**src/hdl/life_like_automaton_step_top_assert.svh**
```systemverilog
// Assertion macros for the automaton step block.
// Each expects clk and rst_n in scope.
`ifndef LIFE_LIKE_AUTOMATON_STEP_TOP_ASSERT_SVH
`define LIFE_LIKE_AUTOMATON_STEP_TOP_ASSERT_SVH

`define LLA_ASSERT_NOW(lbl, ante, cons) \
  lbl: assert property (@(posedge clk) disable iff (!rst_n) (ante) |-> (cons)) \
    else $error("lla: same-cycle check failed");

`define LLA_ASSERT_NEXT(lbl, ante, cons) \
  lbl: assert property (@(posedge clk) disable iff (!rst_n) (ante) |=> (cons)) \
    else $error("lla: next-cycle check failed");

`endif

```
**src/hdl/lla_pkg.sv**
```systemverilog
`default_nettype none
package lla_pkg;

  typedef enum logic [0:0] {
    ST_IDLE,
    ST_RUN
  } lla_state_t;

  typedef enum logic [0:0] {
    CMD_SET  = 1'b0,
    CMD_STEP = 1'b1
  } lla_cmd_t;

  localparam logic [1:0] REG_SURVIVE = 2'd0;
  localparam logic [1:0] REG_BIRTH   = 2'd1;
  localparam logic [1:0] REG_SIZE    = 2'd2;

  localparam logic [8:0] SURVIVE_RST = 9'd12;
  localparam logic [8:0] BIRTH_RST   = 9'd8;
  localparam logic [4:0] SIZE_RST    = 5'd16;

  localparam int unsigned MAX_EMIT = 16;

  typedef struct packed {
    logic shift;
    logic set;
  } lla_cell_ctl_t;

endpackage
`default_nettype wire

```
**src/hdl/lla_cell.sv**
```systemverilog
`default_nettype none
module lla_cell #(
  parameter int unsigned W = 16
) (
  input  wire                  clk,
  input  wire                  rst_n,
  input  lla_pkg::lla_cell_ctl_t ctl,
  input  wire  [W-1:0]         shift_in,
  input  wire  [W-1:0]         set_mask,
  output logic [W-1:0]         row_q
);
  import lla_pkg::*;

  logic [W-1:0] row_r;
  logic [W-1:0] row_nxt;

  always_comb begin
    row_nxt = row_r;
    if (ctl.shift) begin
      row_nxt = shift_in;
    end else if (ctl.set) begin
      row_nxt = row_r | set_mask;
    end
  end

  always_ff @(posedge clk) begin
    if (!rst_n) begin
      row_r <= '0;
    end else begin
      row_r <= row_nxt;
    end
  end

  assign row_q = row_r;

endmodule
`default_nettype wire

```
**src/hdl/lla_rule.sv**
```systemverilog
`default_nettype none
module lla_rule #(
  parameter int unsigned W = 16
) (
  input  wire  [W-1:0] prev_row,
  input  wire  [W-1:0] cur_row,
  input  wire  [W-1:0] next_row,
  input  wire  [W-1:0] cur_raw,
  input  wire  [W-1:0] col_mask,
  input  wire          row_act,
  input  wire  [8:0]   survive_mask,
  input  wire  [8:0]   birth_mask,
  output logic [W-1:0] new_row
);
  import lla_pkg::*;

  logic [W+1:0] p_pad;
  logic [W+1:0] c_pad;
  logic [W+1:0] n_pad;
  logic [W-1:0] rule_row;

  assign p_pad = {1'b0, prev_row, 1'b0};
  assign c_pad = {1'b0, cur_row, 1'b0};
  assign n_pad = {1'b0, next_row, 1'b0};

  always_comb begin
    logic [3:0] cnt;
    for (int c = 0; c < W; c++) begin
      cnt = {3'b0, p_pad[c]} + {3'b0, p_pad[c+1]} + {3'b0, p_pad[c+2]}
          + {3'b0, c_pad[c]} + {3'b0, c_pad[c+2]}
          + {3'b0, n_pad[c]} + {3'b0, n_pad[c+1]} + {3'b0, n_pad[c+2]};
      rule_row[c] = (cur_row[c] & survive_mask[cnt]) | birth_mask[cnt];
    end
  end

  assign new_row = row_act ? ((rule_row & col_mask) | (cur_raw & ~col_mask)) : cur_raw;

endmodule
`default_nettype wire

```
**src/hdl/life_like_automaton_step_top.sv**
```systemverilog
// Life-like automaton on a bounded square grid of GRID_MAX x GRID_MAX cells,
// all dead after reset. A request with in_tuser = 0 sets the cell at
// (row, col) alive; coordinates outside the active square are dropped. A
// request with in_tuser = 1 computes one generation: the grid rows sit in a
// chain of row cells that rotates through a single rule unit by one row per
// cycle while out_tready does not stall the output, and a step emits
// min(active size, 16) rows in order with out_tlast on the final one. Cells
// outside the active square count as dead and keep their value. A new
// request is taken the cycle after a step ends.
// Registers: 0x0 survive mask, 0x4 birth mask, 0x8 active size (0 acts as 1).
`default_nettype none
module life_like_automaton_step_top #(
  parameter int unsigned GRID_MAX = 16
) (
  input  wire         clk,
  input  wire         rst_n,
  input  wire         in_tvalid,
  output logic        in_tready,
  input  wire  [7:0]  in_tdata,   // [3:0] row, [7:4] col
  input  wire  [0:0]  in_tuser,   // [0] command
  output logic        out_tvalid,
  input  wire         out_tready,
  output logic [23:0] out_tdata,  // [3:0] row_index, [19:4] row_bits, [23:20] zero
  output logic        out_tlast,
  input  wire         cfg_psel,
  input  wire         cfg_penable,
  input  wire         cfg_pwrite,
  input  wire  [3:0]  cfg_paddr,
  input  wire  [31:0] cfg_pwdata,
  output logic [31:0] cfg_prdata,
  output logic        cfg_pready
);
  import lla_pkg::*;

  localparam int unsigned RW = $clog2(GRID_MAX);
  localparam int unsigned NW = $clog2(GRID_MAX + 1);
  localparam int unsigned OW = (GRID_MAX < 16) ? GRID_MAX : 16;

  // configuration
  logic [8:0] survive_r;
  logic [8:0] birth_r;
  logic [4:0] size_r;
  logic       cfg_wr;

  assign cfg_pready = 1'b1;
  assign cfg_wr = cfg_psel & cfg_penable & cfg_pwrite & cfg_pready;

  always_ff @(posedge clk) begin
    if (!rst_n) begin
      survive_r <= SURVIVE_RST;
      birth_r   <= BIRTH_RST;
      size_r    <= SIZE_RST;
    end else if (cfg_wr) begin
      unique case (cfg_paddr[3:2])
        REG_SURVIVE: survive_r <= cfg_pwdata[8:0];
        REG_BIRTH:   birth_r   <= cfg_pwdata[8:0];
        REG_SIZE:    size_r    <= cfg_pwdata[4:0];
        default: ;
      endcase
    end
  end

  always_comb begin
    unique case (cfg_paddr[3:2])
      REG_SURVIVE: cfg_prdata = {23'b0, survive_r};
      REG_BIRTH:   cfg_prdata = {23'b0, birth_r};
      REG_SIZE:    cfg_prdata = {27'b0, size_r};
      default:     cfg_prdata = '0;
    endcase
  end

  // effective size
  logic [4:0]    size_min1;
  logic [NW-1:0] n_eff;
  logic [GRID_MAX-1:0] col_mask;
  logic [31:0]   emit_cnt;

  assign size_min1 = (size_r == 5'd0) ? 5'd1 : size_r;
  assign n_eff = (32'(size_min1) > GRID_MAX) ? NW'(GRID_MAX) : NW'(size_min1);
  assign emit_cnt = (32'(n_eff) < MAX_EMIT) ? 32'(n_eff) : MAX_EMIT;

  always_comb begin
    for (int c = 0; c < GRID_MAX; c++) begin
      col_mask[c] = (32'(c) < 32'(n_eff));
    end
  end

  // control
  lla_state_t    state_r, state_nxt;
  logic [RW-1:0] r_r, r_nxt;
  logic [GRID_MAX-1:0] prev_r, prev_nxt;
  logic          in_acc, step_go, set_go;
  logic          row_act, next_act, emit_row, is_last, adv, run_done;
  logic          out_load;

  assign in_acc  = in_tvalid & in_tready;
  assign step_go = in_acc & (in_tuser[0] == CMD_STEP);
  assign set_go  = in_acc & (in_tuser[0] == CMD_SET)
                 & (32'(in_tdata[3:0]) < 32'(n_eff)) & (32'(in_tdata[7:4]) < 32'(n_eff));

  assign row_act  = (32'(r_r) < 32'(n_eff));
  assign next_act = (32'(r_r) + 32'd1 < 32'(n_eff));
  assign emit_row = row_act & (32'(r_r) < MAX_EMIT);
  assign is_last  = (32'(r_r) + 32'd1 == 32'(n_eff)) | (32'(r_r) + 32'd1 == MAX_EMIT);
  assign adv      = (state_r == ST_RUN) & (!emit_row | !out_tvalid | out_tready);
  assign run_done = adv & (32'(r_r) == GRID_MAX - 1);
  assign out_load = adv & emit_row;

  always_comb begin
    state_nxt = state_r;
    unique case (state_r)
      ST_IDLE: if (step_go) begin
        state_nxt = ST_RUN;
      end
      ST_RUN: if (run_done) begin
        state_nxt = ST_IDLE;
      end
      default: state_nxt = ST_IDLE;
    endcase
  end

  always_comb begin
    in_tready = (state_r == ST_IDLE);
  end

  // row cell chain
  logic [GRID_MAX-1:0] row_q [GRID_MAX];
  logic [GRID_MAX-1:0] cur_m, next_m, new_row;
  logic [GRID_MAX-1:0] set_mask;

  assign set_mask = GRID_MAX'(1) << in_tdata[7:4];
  assign cur_m    = row_act ? (row_q[0] & col_mask) : '0;
  assign next_m   = next_act ? (row_q[1] & col_mask) : '0;

  always_comb begin
    r_nxt    = r_r;
    prev_nxt = prev_r;
    if (step_go) begin
      r_nxt    = '0;
      prev_nxt = '0;
    end else if (adv) begin
      r_nxt    = RW'(32'(r_r) + 32'd1);
      prev_nxt = cur_m;
    end
  end

  always_ff @(posedge clk) begin
    if (!rst_n) begin
      state_r <= ST_IDLE;
      r_r     <= '0;
    end else begin
      state_r <= state_nxt;
      r_r     <= r_nxt;
    end
  end

  always_ff @(posedge clk) begin
    prev_r <= prev_nxt;
  end

  lla_rule #(.W(GRID_MAX)) u_rule (
    .prev_row     (prev_r),
    .cur_row      (cur_m),
    .next_row     (next_m),
    .cur_raw      (row_q[0]),
    .col_mask     (col_mask),
    .row_act      (row_act),
    .survive_mask (survive_r),
    .birth_mask   (birth_r),
    .new_row      (new_row)
  );

  for (genvar i = 0; i < GRID_MAX; i++) begin : g_cell
    lla_cell_ctl_t       ctl;
    logic [GRID_MAX-1:0] sh_in;

    assign ctl.shift = adv;
    assign ctl.set   = set_go & (32'(in_tdata[3:0]) == 32'(i));

    if (i == GRID_MAX - 1) begin : g_tail
      assign sh_in = new_row;
    end else begin : g_body
      assign sh_in = row_q[i+1];
    end

    lla_cell #(.W(GRID_MAX)) u_cell (
      .clk      (clk),
      .rst_n    (rst_n),
      .ctl      (ctl),
      .shift_in (sh_in),
      .set_mask (set_mask),
      .row_q    (row_q[i])
    );
  end

  // output register
  logic        out_valid_r, out_valid_nxt;
  logic [3:0]  out_index_r;
  logic [15:0] out_bits_r, out_bits_nxt;
  logic        out_last_r;

  always_comb begin
    out_bits_nxt = '0;
    out_bits_nxt[OW-1:0] = new_row[OW-1:0];
  end

  always_comb begin
    out_valid_nxt = out_valid_r;
    if (out_load) begin
      out_valid_nxt = 1'b1;
    end else if (out_tready) begin
      out_valid_nxt = 1'b0;
    end
  end

  always_ff @(posedge clk) begin
    if (!rst_n) begin
      out_valid_r <= 1'b0;
    end else begin
      out_valid_r <= out_valid_nxt;
    end
  end

  always_ff @(posedge clk) begin
    if (out_load) begin
      out_index_r <= 4'(r_r);
      out_bits_r  <= out_bits_nxt;
      out_last_r  <= is_last;
    end
  end

  assign out_tvalid = out_valid_r;
  assign out_tdata  = {4'b0, out_bits_r, out_index_r};
  assign out_tlast  = out_last_r;

  `include "life_like_automaton_step_top_assert.svh"

  `LLA_ASSERT_NEXT(a_step_starts, step_go, (state_r == ST_RUN) && (r_r == '0))
  `LLA_ASSERT_NEXT(a_run_ends, run_done, state_r == ST_IDLE)
  `LLA_ASSERT_NOW(a_last_row, out_tvalid && out_tlast, 32'(out_index_r) + 32'd1 == emit_cnt)

endmodule
`default_nettype wire
```
**config.mk**
```make
export PLATFORM = sky130hd
export DESIGN_NAME = life_like_automaton_step_top
export DESIGN_NICKNAME = d
export VERILOG_FILES = /design/src/hdl/lla_pkg.sv /design/src/hdl/lla_cell.sv /design/src/hdl/lla_rule.sv /design/src/hdl/life_like_automaton_step_top.sv
export VERILOG_INCLUDE_DIRS = /design/src /design/src/hdl
export SDC_FILE = /design/constraint.sdc
export NUM_CORES = 1
export LEC_CHECK = 0
export BUFFER_PORTS_ARGS = -buffer_cell sky130_fd_sc_hd__buf_2
export CELL_PAD_IN_SITES_DETAIL_PLACEMENT = 1
export CELL_PAD_IN_SITES_GLOBAL_PLACEMENT = 2
export CORE_UTILIZATION = 36
export CTS_CLUSTER_DIAMETER = 120
export DETAILED_ROUTE_END_ITERATION = 16
export MAX_ROUTING_LAYER = met4
export PLACE_DENSITY_LB_ADDON = 0.1
export SLEW_MARGIN = 30
export SYNTH_ARGS = -nofsm -noshare
export SYNTH_HDL_FRONTEND = slang
export SYNTH_HIERARCHICAL = 1
export SYNTH_SLANG_ARGS = --single-unit
export TNS_END_PERCENT = 5
```
**constraint.sdc**
```tcl
create_clock -name clk -period 6.6 [get_ports clk]
set_clock_uncertainty 0.2 [all_clocks]
set_input_delay 0.66 -clock clk [delete_from_list [all_inputs] [get_ports clk]]
set_output_delay 0.66 -clock clk [all_outputs]
set_load 0.005 [all_outputs]
```
**Word-level counts from Yosys, hierarchy flattened**

Index checks and enable logic that the tools add are counted.
Widths: inputs -> output; s select.

- Register bits: 322
- Input bits: 52
- Logic and storage cells: 409

- Add/sub/neg operators: 106
- Order comparisons: 37
- Equality and inequality tests: 20
- Shifts and indexed selects: 1
- Multiplexer cells: 107
- Bitwise gates (word level): 86
- Reduce and logical (&&, ||, !) cells: 26

Operators by type and width:

| operator | number |
|---|---|
| $mux 16 | 35 |
| $add 4x1->4 | 90 |
| $or 16x16->16 | 17 |
| $bmux 1 s4 | 32 |
| $lt 4x5->1 const B | 16 |
| $and 16x16->16 | 4 |
| $and 1x1->1 | 42 |
| $lt 4x5->1 const A | 8 |
| $eq 4x4->1 const B | 9 |
| $mux 1 | 36 |
| $reduce_bool 2->1 | 17 |
| $eq 32x5->1 | 1 |
| $eq 32x5->1 const B | 1 |
| $lt 32x5->1 | 1 |
| $add 1x1->2 | 15 |
| $pmux 9 s3 | 1 |
| $lt 3x5->1 const A | 4 |
| $or 1x1->1 | 19 |
| $eq 4x3->1 const B | 4 |
| $not 16->16 | 1 |
| $shl 1x4->16 const A | 1 |
| $lt 4x5->1 | 3 |
| $lt 1x5->1 const A | 2 |
| $lt 2x5->1 const A | 2 |
| 15 further kinds | 22 |

**Depth between registers and ports, before layout**

Gate-level depths: netlist of the first run.

- Depth after elaboration: 20
- Mapped depth: 26
- Gate-level depth less buffers: 21

**Hierarchy**

Netlist of the first run, hierarchy kept.

Modules (own cells, without submodules):

| module | instances | cells an instance | area each (um^2) | seq. area each (um^2) |
|---|---|---|---|---|
| lla_cell | 16 | 70 | 705.7 | 320.3 |
| lla_rule | 1 | 621 | 4984.8 | 0.0 |
| life_like_automaton_step_top | 1 | 429 | 3921.3 | 1531.5 |

**Worst setup path before layout of the first run**

No wires, ideal clock.

- Path kind: register to register
- From: register size_r[4]
- To: register g_cell[15].u_cell.row_r[4]
- Library setup time: 116 ps
- Arrival time: 6020 ps
- Slack: 264 ps
- Stages on the path, launching flop included: 25
- Buffers on the path: 4
- Cell sequence: dfxtp_1 > inv_1 > clkbuf_1 > nand2_1 > ha_1 > and4b_1 > a211oi_2 > or2_1 > buf_2 > buf_2 > and3_1 > inv_1 > fa_1 > fa_1 > fa_1 > inv_1 > ha_1 > fa_1 > buf_2 > mux2_2 > o311a_1 > a31oi_1 > a41oi_1 > nand2b_1 > and3_1

- Elaborated cells on any way between the ends: 40
- Classes of those cells: add/sub (5); order compare (8); mux (10); bitwise (14); reduce/logical (3)

RTL lines:

| element | RTL line | source |
|---|---|---|
| start: declaration | life_like_automaton_step_top.sv:42 | `logic [4:0] size_r;` |
| start signal: assignment | life_like_automaton_step_top.sv:57 | `REG_SIZE: size_r <= cfg_pwdata[4:0];` |
| $logic_not 5->1 | life_like_automaton_step_top.sv:78 | `assign size_min1 = (size_r == 5'd0) ? 5'd1 : size_r;` |
| $mux 5 (*) | life_like_automaton_step_top.sv:78 |  |
| $gt 5x5->1 | life_like_automaton_step_top.sv:79 | `assign n_eff = (32'(size_min1) > GRID_MAX) ? NW'(GRID_MAX) : NW'(size_min1);` |
| $mux 5 (*) | life_like_automaton_step_top.sv:79 |  |
| $lt 4x5->1 (*) | life_like_automaton_step_top.sv:101 | `assign row_act = (32'(r_r) < 32'(n_eff));` |
| via emit_row | life_like_automaton_step_top.sv:93 | `logic row_act, next_act, emit_row, is_last, adv, run_done;` |
| $mux 16 (*) | life_like_automaton_step_top.sv:132 | `assign cur_m = row_act ? (row_q[0] & col_mask) : '0;` |
| via cur_m[3] | life_like_automaton_step_top.sv:128 | `logic [GRID_MAX-1:0] cur_m, next_m, new_row;` |
| (+6 left out) | -- |  |
| $mux 1 (implied by the code) | lla_rule.sv:32 | `rule_row[c] = (cur_row[c] & survive_mask[cnt]) \| birth_mask[cnt];` |
| $and 1x1->1 | lla_rule.sv:32 |  |
| $or 1x1->1 (*) | lla_rule.sv:32 |  |
| $and 16x16->16 (*) | lla_rule.sv:36 | `assign new_row = row_act ? ((rule_row & col_mask) \| (cur_raw & ~col_mask)) : cur_raw;` |
| $or 16x16->16 (*) | lla_rule.sv:36 |  |
| $mux 16 (*) | lla_rule.sv:36 |  |
| via g_cell[15].sh_in[4] | life_like_automaton_step_top.sv:175 | `logic [GRID_MAX-1:0] sh_in;` |
| $mux 16 (*) | lla_cell.sv:19 | `if (ctl.shift) begin` |
| end signal: assignment | lla_cell.sv:30 | `row_r <= row_nxt;` |
| end: declaration | lla_cell.sv:14 | `logic [W-1:0] row_r;` |

Mark *: on every way through the listed nets, which the timed path passes. The rest lies on a longest branch. The select of a mux whose other input is x is not followed.
A chain may end at the register's enable or synchronous reset.

**Final worst setup path of the first run**

- From: register size_r[4]
- To: register g_cell[15].u_cell.row_r[3]

- Cells in the longest elaborated chain, start to end: 20
- Elaborated cells on any way between the ends: 40
- Classes of those cells: add/sub (5); order compare (8); mux (10); bitwise (14); reduce/logical (3)

Ends and longest elaborated chain:

| element | RTL line | source |
|---|---|---|
| $logic_not 5->1 | life_like_automaton_step_top.sv:78 |  |
| $mux 5 (*) | life_like_automaton_step_top.sv:78 |  |
| $gt 5x5->1 | life_like_automaton_step_top.sv:79 |  |
| $mux 5 (*) | life_like_automaton_step_top.sv:79 |  |
| $lt 2x5->1 | life_like_automaton_step_top.sv:84 | `col_mask[c] = (32'(c) < 32'(n_eff));` |
| $and 16x16->16 | life_like_automaton_step_top.sv:132 |  |
| $mux 16 (*) | life_like_automaton_step_top.sv:132 |  |
| via cur_m[2] | life_like_automaton_step_top.sv:128 |  |
| (+6 left out) | -- |  |
| $mux 1 (implied by the code) | lla_rule.sv:32 |  |
| $and 1x1->1 | lla_rule.sv:32 |  |
| $or 1x1->1 (*) | lla_rule.sv:32 |  |
| $and 16x16->16 (*) | lla_rule.sv:36 |  |
| $or 16x16->16 (*) | lla_rule.sv:36 |  |
| $mux 16 (*) | lla_rule.sv:36 |  |
| via g_cell[15].sh_in[3] | life_like_automaton_step_top.sv:175 |  |
| $mux 16 (*) | lla_cell.sv:19 |  |

Marks and branches as above.

==> results.json, run 1 <==
{
  "status": "complete, no violations",
  "clock_latency_ns": 0.56,
  "placed_area_sq_um": 21200,
  "synth_cell_type_count": 71,
  "vias_per_cell": 5.55,
  "cts_buffers": 40,
  "multi_input_area_sq_um": 12100,
  "cts-root-buf": "clkbuf_16",
  "power_leakage_nw": 11.4,
  "tightest_slew_ns": 1.05,
  "synth_compound_area_share_pct": 21.0,
  "cp_max_fo": 17,
  "drv_cap": 0,
  "final_area_sq_um": 22500,
  "synth_top_area_share_pct": 29.8,
  "fp.dieW_um": 239,
  "min_period_ns": 6.32,
  "synth_top_family_by_area": "simple AND/OR/NAND/NOR gates",
  "dr.pass1.iters": 5,
  "grt_usage_pct": 23.2,
  "numPortBuffers": 58,
  "synthMostInstantiatedCell": "dfxtp_1",
  "ys_seq_elements": 322,
  "hold_class": "in2reg",
  "yosys-top-cells-count": "dfxtp_1 (301), and3_1 (287), nand2b_1 (265)",
  "drive_gt1_share_pct": 11.8,
  "die_h_um": 239,
  "yosys.area.top_type": "dfxtp_1",
  "yosysWarningCount": 6,
  "crit_required_ns": 6.89,
  "fin_setup_tns_ns": 0,
  "core_sq_um": 55300,
  "synth_adder_area_share_pct": 9.73,
  "syn_inst": 2170,
  "finalSetupViolations": 0,
  "hold_violations": 0,
  "drt-initial-drc-count": 1018,
  "rsz0062_at_grt": "no",
  "synthFlopType": "dfxtp_1",
  "grt_pass1_wl_um": 100000,
  "clkSinkCount": 322,
  "fin_nets": 2368,
  "grt_antenna_before_repair": 0,
  "cts_hold_buf": 0,
  "clk_pin_slew_ns": 0.07,
  "post-route-util_pct": 40.8,
  "cts_resized": 0,
  "drt-total-wl_um": 64300,
  "drc": 0,
  "antenna_left": 0,
  "via_count": 16500,
  "synth-xor-area-share_pct": 0.434,
  "cts_setup_buffers": 0,
  "placed_cells": 2899,
  "n_antenna_cell": 0,
  "tritoncts": "yes",
  "final_cells": 2971,
  "final.period_utilization_pct": 95.8,
  "slew_violations": 0,
  "synth_edf_count": 21,
  "wl_per_cell_um": 21.6,
  "async_flop_share_pct": 0,
  "p_per_area_nw_per_um2": 272,
  "startpoint_type": "flip-flop",
  "cp.arrival_ns": 6.61,
  "syn2layout_area_growth_pct": 11.6,
  "slew_headroom_pct": 29.7,
  "rows": 86,
  "grt-ovfl-total": 0,
  "ff_latch_area_sq_um": 6660,
  "finalWeightedCongestion": 0.870,
  "grt_pass1_vias": 16800,
  "clockBufferDepth": 3,
  "seq_area_frac_synth_pct": 33.0,
  "die_area_sq_um": 57100,
  "grt_max_degree": 262,
  "synth_mux_area_share_pct": 5.02,
  "whs_ns": 0.146,
  "syn_area_sq_um": 20200,
  "initial_core_util_pct": 36.5,
  "fmax_ghz": 0.158,
  "critPathKind": "reg2reg",
  "critPathCaptureType": "flip-flop",
  "fillers": 6331,
  "htree_levels": 2,
  "syn_avg_cell_area_sq_um": 9.31,
  "ios": 112,
  "dp_hpwl_um": 43300,
  "synthTopCellsByArea": "dfxtp_1 (30%), a211o_1 (11%), and3_1 (8.9%), nand2b_1 (8.2%), fa_1 (5.9%)",
  "ir_drop_uv": 167,
  "yosys.area_share.simple_pct": 22.2
}
==> cell families (layout without fill, tap and decap cells) <==
family / Yosys count / in the layout
simple gates: 754 / 754
compound gates: 561 / 561
flops: 322 / 322
buf+inv: 319 / 344
fa+ha+maj: 121 / 121
mux: 81 / 81
xor+xnor: 10 / 10
other cells: 2 / 30
==> per-stage QoR <==
stage	total power, mW	setup WS (ns)
floorplan	3.45	0.264
global placement	3.90	0.502
detailed placement	3.95	0.384
CTS	6.18	0.327
global route	6.46	0.0116
finish	6.12	0.280
==> critical path: stages, from the launching register on <==
cell,delay (ns)
dfxtp_1,0.34
inv_1,0.11
nand2_1,0.10
ha_1,0.36
and4b_1,0.27
a211oi_2,0.25
or2_1,0.27
buf_4,0.31
and3_1,0.24
inv_1,0.15
fa_1,0.53
fa_1,0.45
fa_1,0.50
inv_1,0.04
ha_1,0.21
fa_1,0.49
buf_4,0.20
nor2_1,0.11
nand3_1,0.08
o311ai_0,0.31
a21oi_1,0.09
a21oi_1,0.34
nand2b_1,0.18
and3_1,0.15
==> report_power, final <==
part	total (mW)	switching (mW)	internal, mW
Clock	2.18	0.884	1.30
Combinational	1.70	0.913	0.787
Sequential	2.24	0.0983	2.14
==> layer usage <==
layer	GRT usage (%)	part of all wire, %
met1	29.5	46
met2	38.6	48
met3	2.46	3.0
met4	6.80	2.8
met5	-	0
==> sequential cells by signal, indices dropped and copies added (netlist names), 4 cells and up <==
signal,count
birth_r,9
g_cell.u_cell/row_q,256
out_bits_r,16
out_index_r,4
prev_r,16
r_r,4
size_r,5
survive_r,9
==> worst paths after layout <==
| check | start | to | slack (ns) | depth (start not counted) |
|---|---|---|---|---|
| min | rst_n | survive_r[2] | 0.15 | 2 |
| min reg2reg | prev_r[0] | prev_r[0] | 0.29 | 2 |
| max reg2reg | size_r[4] | g_cell[15].u_cell/row_q[3] | 0.28 | 23 |
| max | size_r[4] | g_cell[15].u_cell/row_q[3] | 0.28 | 23 |
==> area by class of cell <==
cell class | count | area share (%)
clock inverter | 13 | 0.616
sequential | 322 | 29.6
clock buffer | 57 | 5.13
tap | 748 | 4.15
inverter | 126 | 2.10
multi-input combinational | 1557 | 53.7
timing repair buffer | 148 | 4.71
==> cells in the final DEF (no fill, tap or decap), drive strengths merged, types with 16 or more instances in the layout <==
| cell type | count |
|---|---|
| nor2 | 30 |
| and3 | 287 |
| conb | 30 |
| a211o | 256 |
| nor3 | 22 |
| nor4 | 20 |
| clkbuf | 57 |
| dfxtp | 301 |
| o21ai | 37 |
| nand2 | 60 |
| mux2i | 60 |
| inv | 129 |
| nor2b | 30 |
| nand2b | 265 |
| nand3 | 16 |
| a211oi | 42 |
| ha | 61 |
| buf | 148 |
| a21o | 21 |
| fa | 60 |
| edfxtp | 21 |
| a21oi | 123 |
Note: power is estimated with default switching activity, not from simulation.
==> run 2, diff against run 1 <==
--- a/config.mk
+++ b/config.mk
@@ -9,8 +9,10 @@
 export BUFFER_PORTS_ARGS = -buffer_cell sky130_fd_sc_hd__buf_2
 export CELL_PAD_IN_SITES_DETAIL_PLACEMENT = 1
 export CELL_PAD_IN_SITES_GLOBAL_PLACEMENT = 2
-export CORE_UTILIZATION = 36
+export CORE_UTILIZATION = 39
+export CTS_BUF_LIST = sky130_fd_sc_hd__clkbuf_4 sky130_fd_sc_hd__clkbuf_8
 export CTS_CLUSTER_DIAMETER = 120
+export CTS_CLUSTER_SIZE = 10
 export DETAILED_ROUTE_END_ITERATION = 16
 export MAX_ROUTING_LAYER = met4
 export PLACE_DENSITY_LB_ADDON = 0.1
==> constraint.sdc (replaced) <==
create_clock -name clk -period 7.85 [get_ports clk]
set_clock_uncertainty 0.2 [all_clocks]
set_input_delay 0.785 -clock clk [delete_from_list [all_inputs] [get_ports clk]]
set_output_delay 0.785 -clock clk [all_outputs]
set_load 0.005 [all_outputs]
==> results.json, run 2 (synthesis gave the netlist of run 1 again) <==
{
  "clk_pin_slew_ns": 0.09,
  "mostFrequentLayoutCells": "dfxtp_1 (293), and3_1 (287), nand2b_1 (265), a211o_1 (256), inv_1 (126)",
  "p_per_area_nw_per_um2": 202,
  "whs_ns": 0.256,
  "grt_usage_pct": 24.3,
  "crit_end": "g_cell[15].u_cell/row_q[11]",
  "cts_setup_buffers": 0,
  "hold_class": "in2reg",
  "layout_commonest_cell": "dfxtp_1",
  "min_period_ns": 7.08,
  "drive_gt1_share_pct": 10.6,
  "wl_per_cell_um": 21.9,
  "final_area_sq_um": 21600,
  "numPortBuffers": 58,
  "r2r.worst_path.cells": 23,
  "tritoncts": "yes",
  "p_sw_mw": 1.45,
  "clock_latency_ns": 0.61,
  "cts-root-buf": "clkbuf_8",
  "post-route-util_pct": 42.2,
  "startpoint_type": "flip-flop",
  "internal_power_mw": 2.92,
  "reg2reg_slack_ns": 0.77,
  "initial_core_util_pct": 39.4,
  "status": "complete, no violations",
  "power_leakage_nw": 11.0,
  "fmax_ghz": 0.141,
  "cts_hold_buf": 0,
  "dr.pass1.iters": 8,
  "die_area_sq_um": 52700,
  "cp_max_fo": 34,
  "cts_buffers": 38,
  "hold_violations": 0,
  "syn2layout_area_growth_pct": 6.93,
  "r2r_end": "g_cell[15].u_cell/row_q[11]",
  "tightest_slew_ns": 1.06,
  "final.period_utilization_pct": 90.1,
  "ir_drop_uv": 128,
  "vias_per_cell": 5.70,
  "drt-initial-drc-count": 895,
  "swShare_pct": 33.1,
  "seq_power_share_pct": 43.0,
  "clkSinkCount": 322,
  "p_comb_share_pct": 31.3,
  "placed_area_sq_um": 20900,
  "grt_pass1_wl_um": 97900,
  "dp_hpwl_um": 42200,
  "slew_violations": 0,
  "grt-ovfl-total": 0,
  "fp.dieW_um": 230,
  "finalSetupViolations": 0,
  "via_count": 16300,
  "critPathLaunch": "size_r[4]",
  "grt_antenna_before_repair": 5,
  "clkPwrFrac_pct": 25.6,
  "grt_max_degree": 185,
  "finalPower_mw": 4.37,
  "fin_nets": 2339,
  "rows": 83,
  "critPathCaptureType": "flip-flop",
  "worstReg2RegStart": "size_r[4]",
  "cp.arrival_ns": 7.40,
  "crit_required_ns": 8.18,
  "crit_chain": "inv_1 > buf_4 > o21a_1 > ha_1 > and4b_1 > a211oi_2 > or2_1 > buf_12 > and3_1 > inv_1 > fa_1 > fa_1 > fa_1 > inv_1 > ha_1 > fa_1 > a211oi_1 > a211oi_1 > a21oi_1 > a21o_1 > a41oi_1 > nand2b_1 > and3_1",
  "finalWeightedCongestion": 0.857,
  "grt_pass1_vias": 16600,
  "drv_cap": 0,
  "largest_reg_flops": 256,
  "htree_levels": 2,
  "die_h_um": 230,
  "crit_path_top_delay_cell": "fa_1",
  "slew_headroom_pct": 29.3,
  "slowest_delay_ns": 0.70,
  "cts_resized": 0,
  "antenna_left": 0,
  "ios": 112,
  "clockBufferDepth": 3,
  "core_sq_um": 51200,
  "drt-total-wl_um": 62700,
  "critPathKind": "reg2reg",
  "rsz0062_at_grt": "no",
  "drc": 0,
  "fin_setup_tns_ns": 0,
  "critPathMostFrequentCell": "fa_1"
}
run 2: worst min path at each step:
stage,startpoint,end,depth (start not counted)
2_1_floorplan,prev_r[0],prev_r[0],2
3_3_place_gp,prev_r[0],prev_r[0],2
3_5_place_dp,prev_r[0],prev_r[0],2
4_1_cts,cfg_pwdata[3],birth_r[3],3
5_1_grt,cfg_pwdata[3],survive_r[3],3
6_report,cfg_pwdata[6],birth_r[6],3
run 2: layout make-up:
type	instances	area (sq um)
clock inverters	3	26.3
inverters	126	473
flip-flops and latches	322	6670
multi-input cells	1557	12100
diodes	3	7.51
well taps	680	851
fillers	5870	29600
repair buffers	121	867
clock buffers	47	597
run 2: per-layer routing:
| layer | vias up | part of all wire, % | track usage, % |
|---|---|---|---|
| li1 | 7796 | - | - |
| met1 | 8165 | 45 | 30.2 |
| met2 | 249 | 49 | 41.0 |
| met3 | 92 | 3.1 | 2.91 |
| met4 | 0 | 2.6 | 7.79 |
| met5 | - | 0 | - |
run 2: stage by stage:
step | instances | worst slack [ns]
floorplan | 2198 | 1.51
finish | 2859 | 0.774
global placement | 2803 | 1.00
global route | 2859 | 0.457
detailed placement | 2805 | 0.874
CTS | 2855 | 0.829
run 2: worst max-delay path, delay by kind of cell (launching register included):
kind	cells	cell delay (ns)
buf+inv	5	0.81
fa+ha+maj	6	2.60
simple gates	5	1.30
compound gates	7	1.72
flops	1	0.35
run 2: power groups by stage:
stage	clock network, mW	registers [mW]	logic, mW
2_1_floorplan	0	1.88	1.02
3_3_place_gp	0	1.91	1.31
3_5_place_dp	0	1.91	1.36
4_1_cts	1.18	1.88	1.37
5_1_grt	1.23	1.89	1.51
6_report	1.12	1.88	1.37
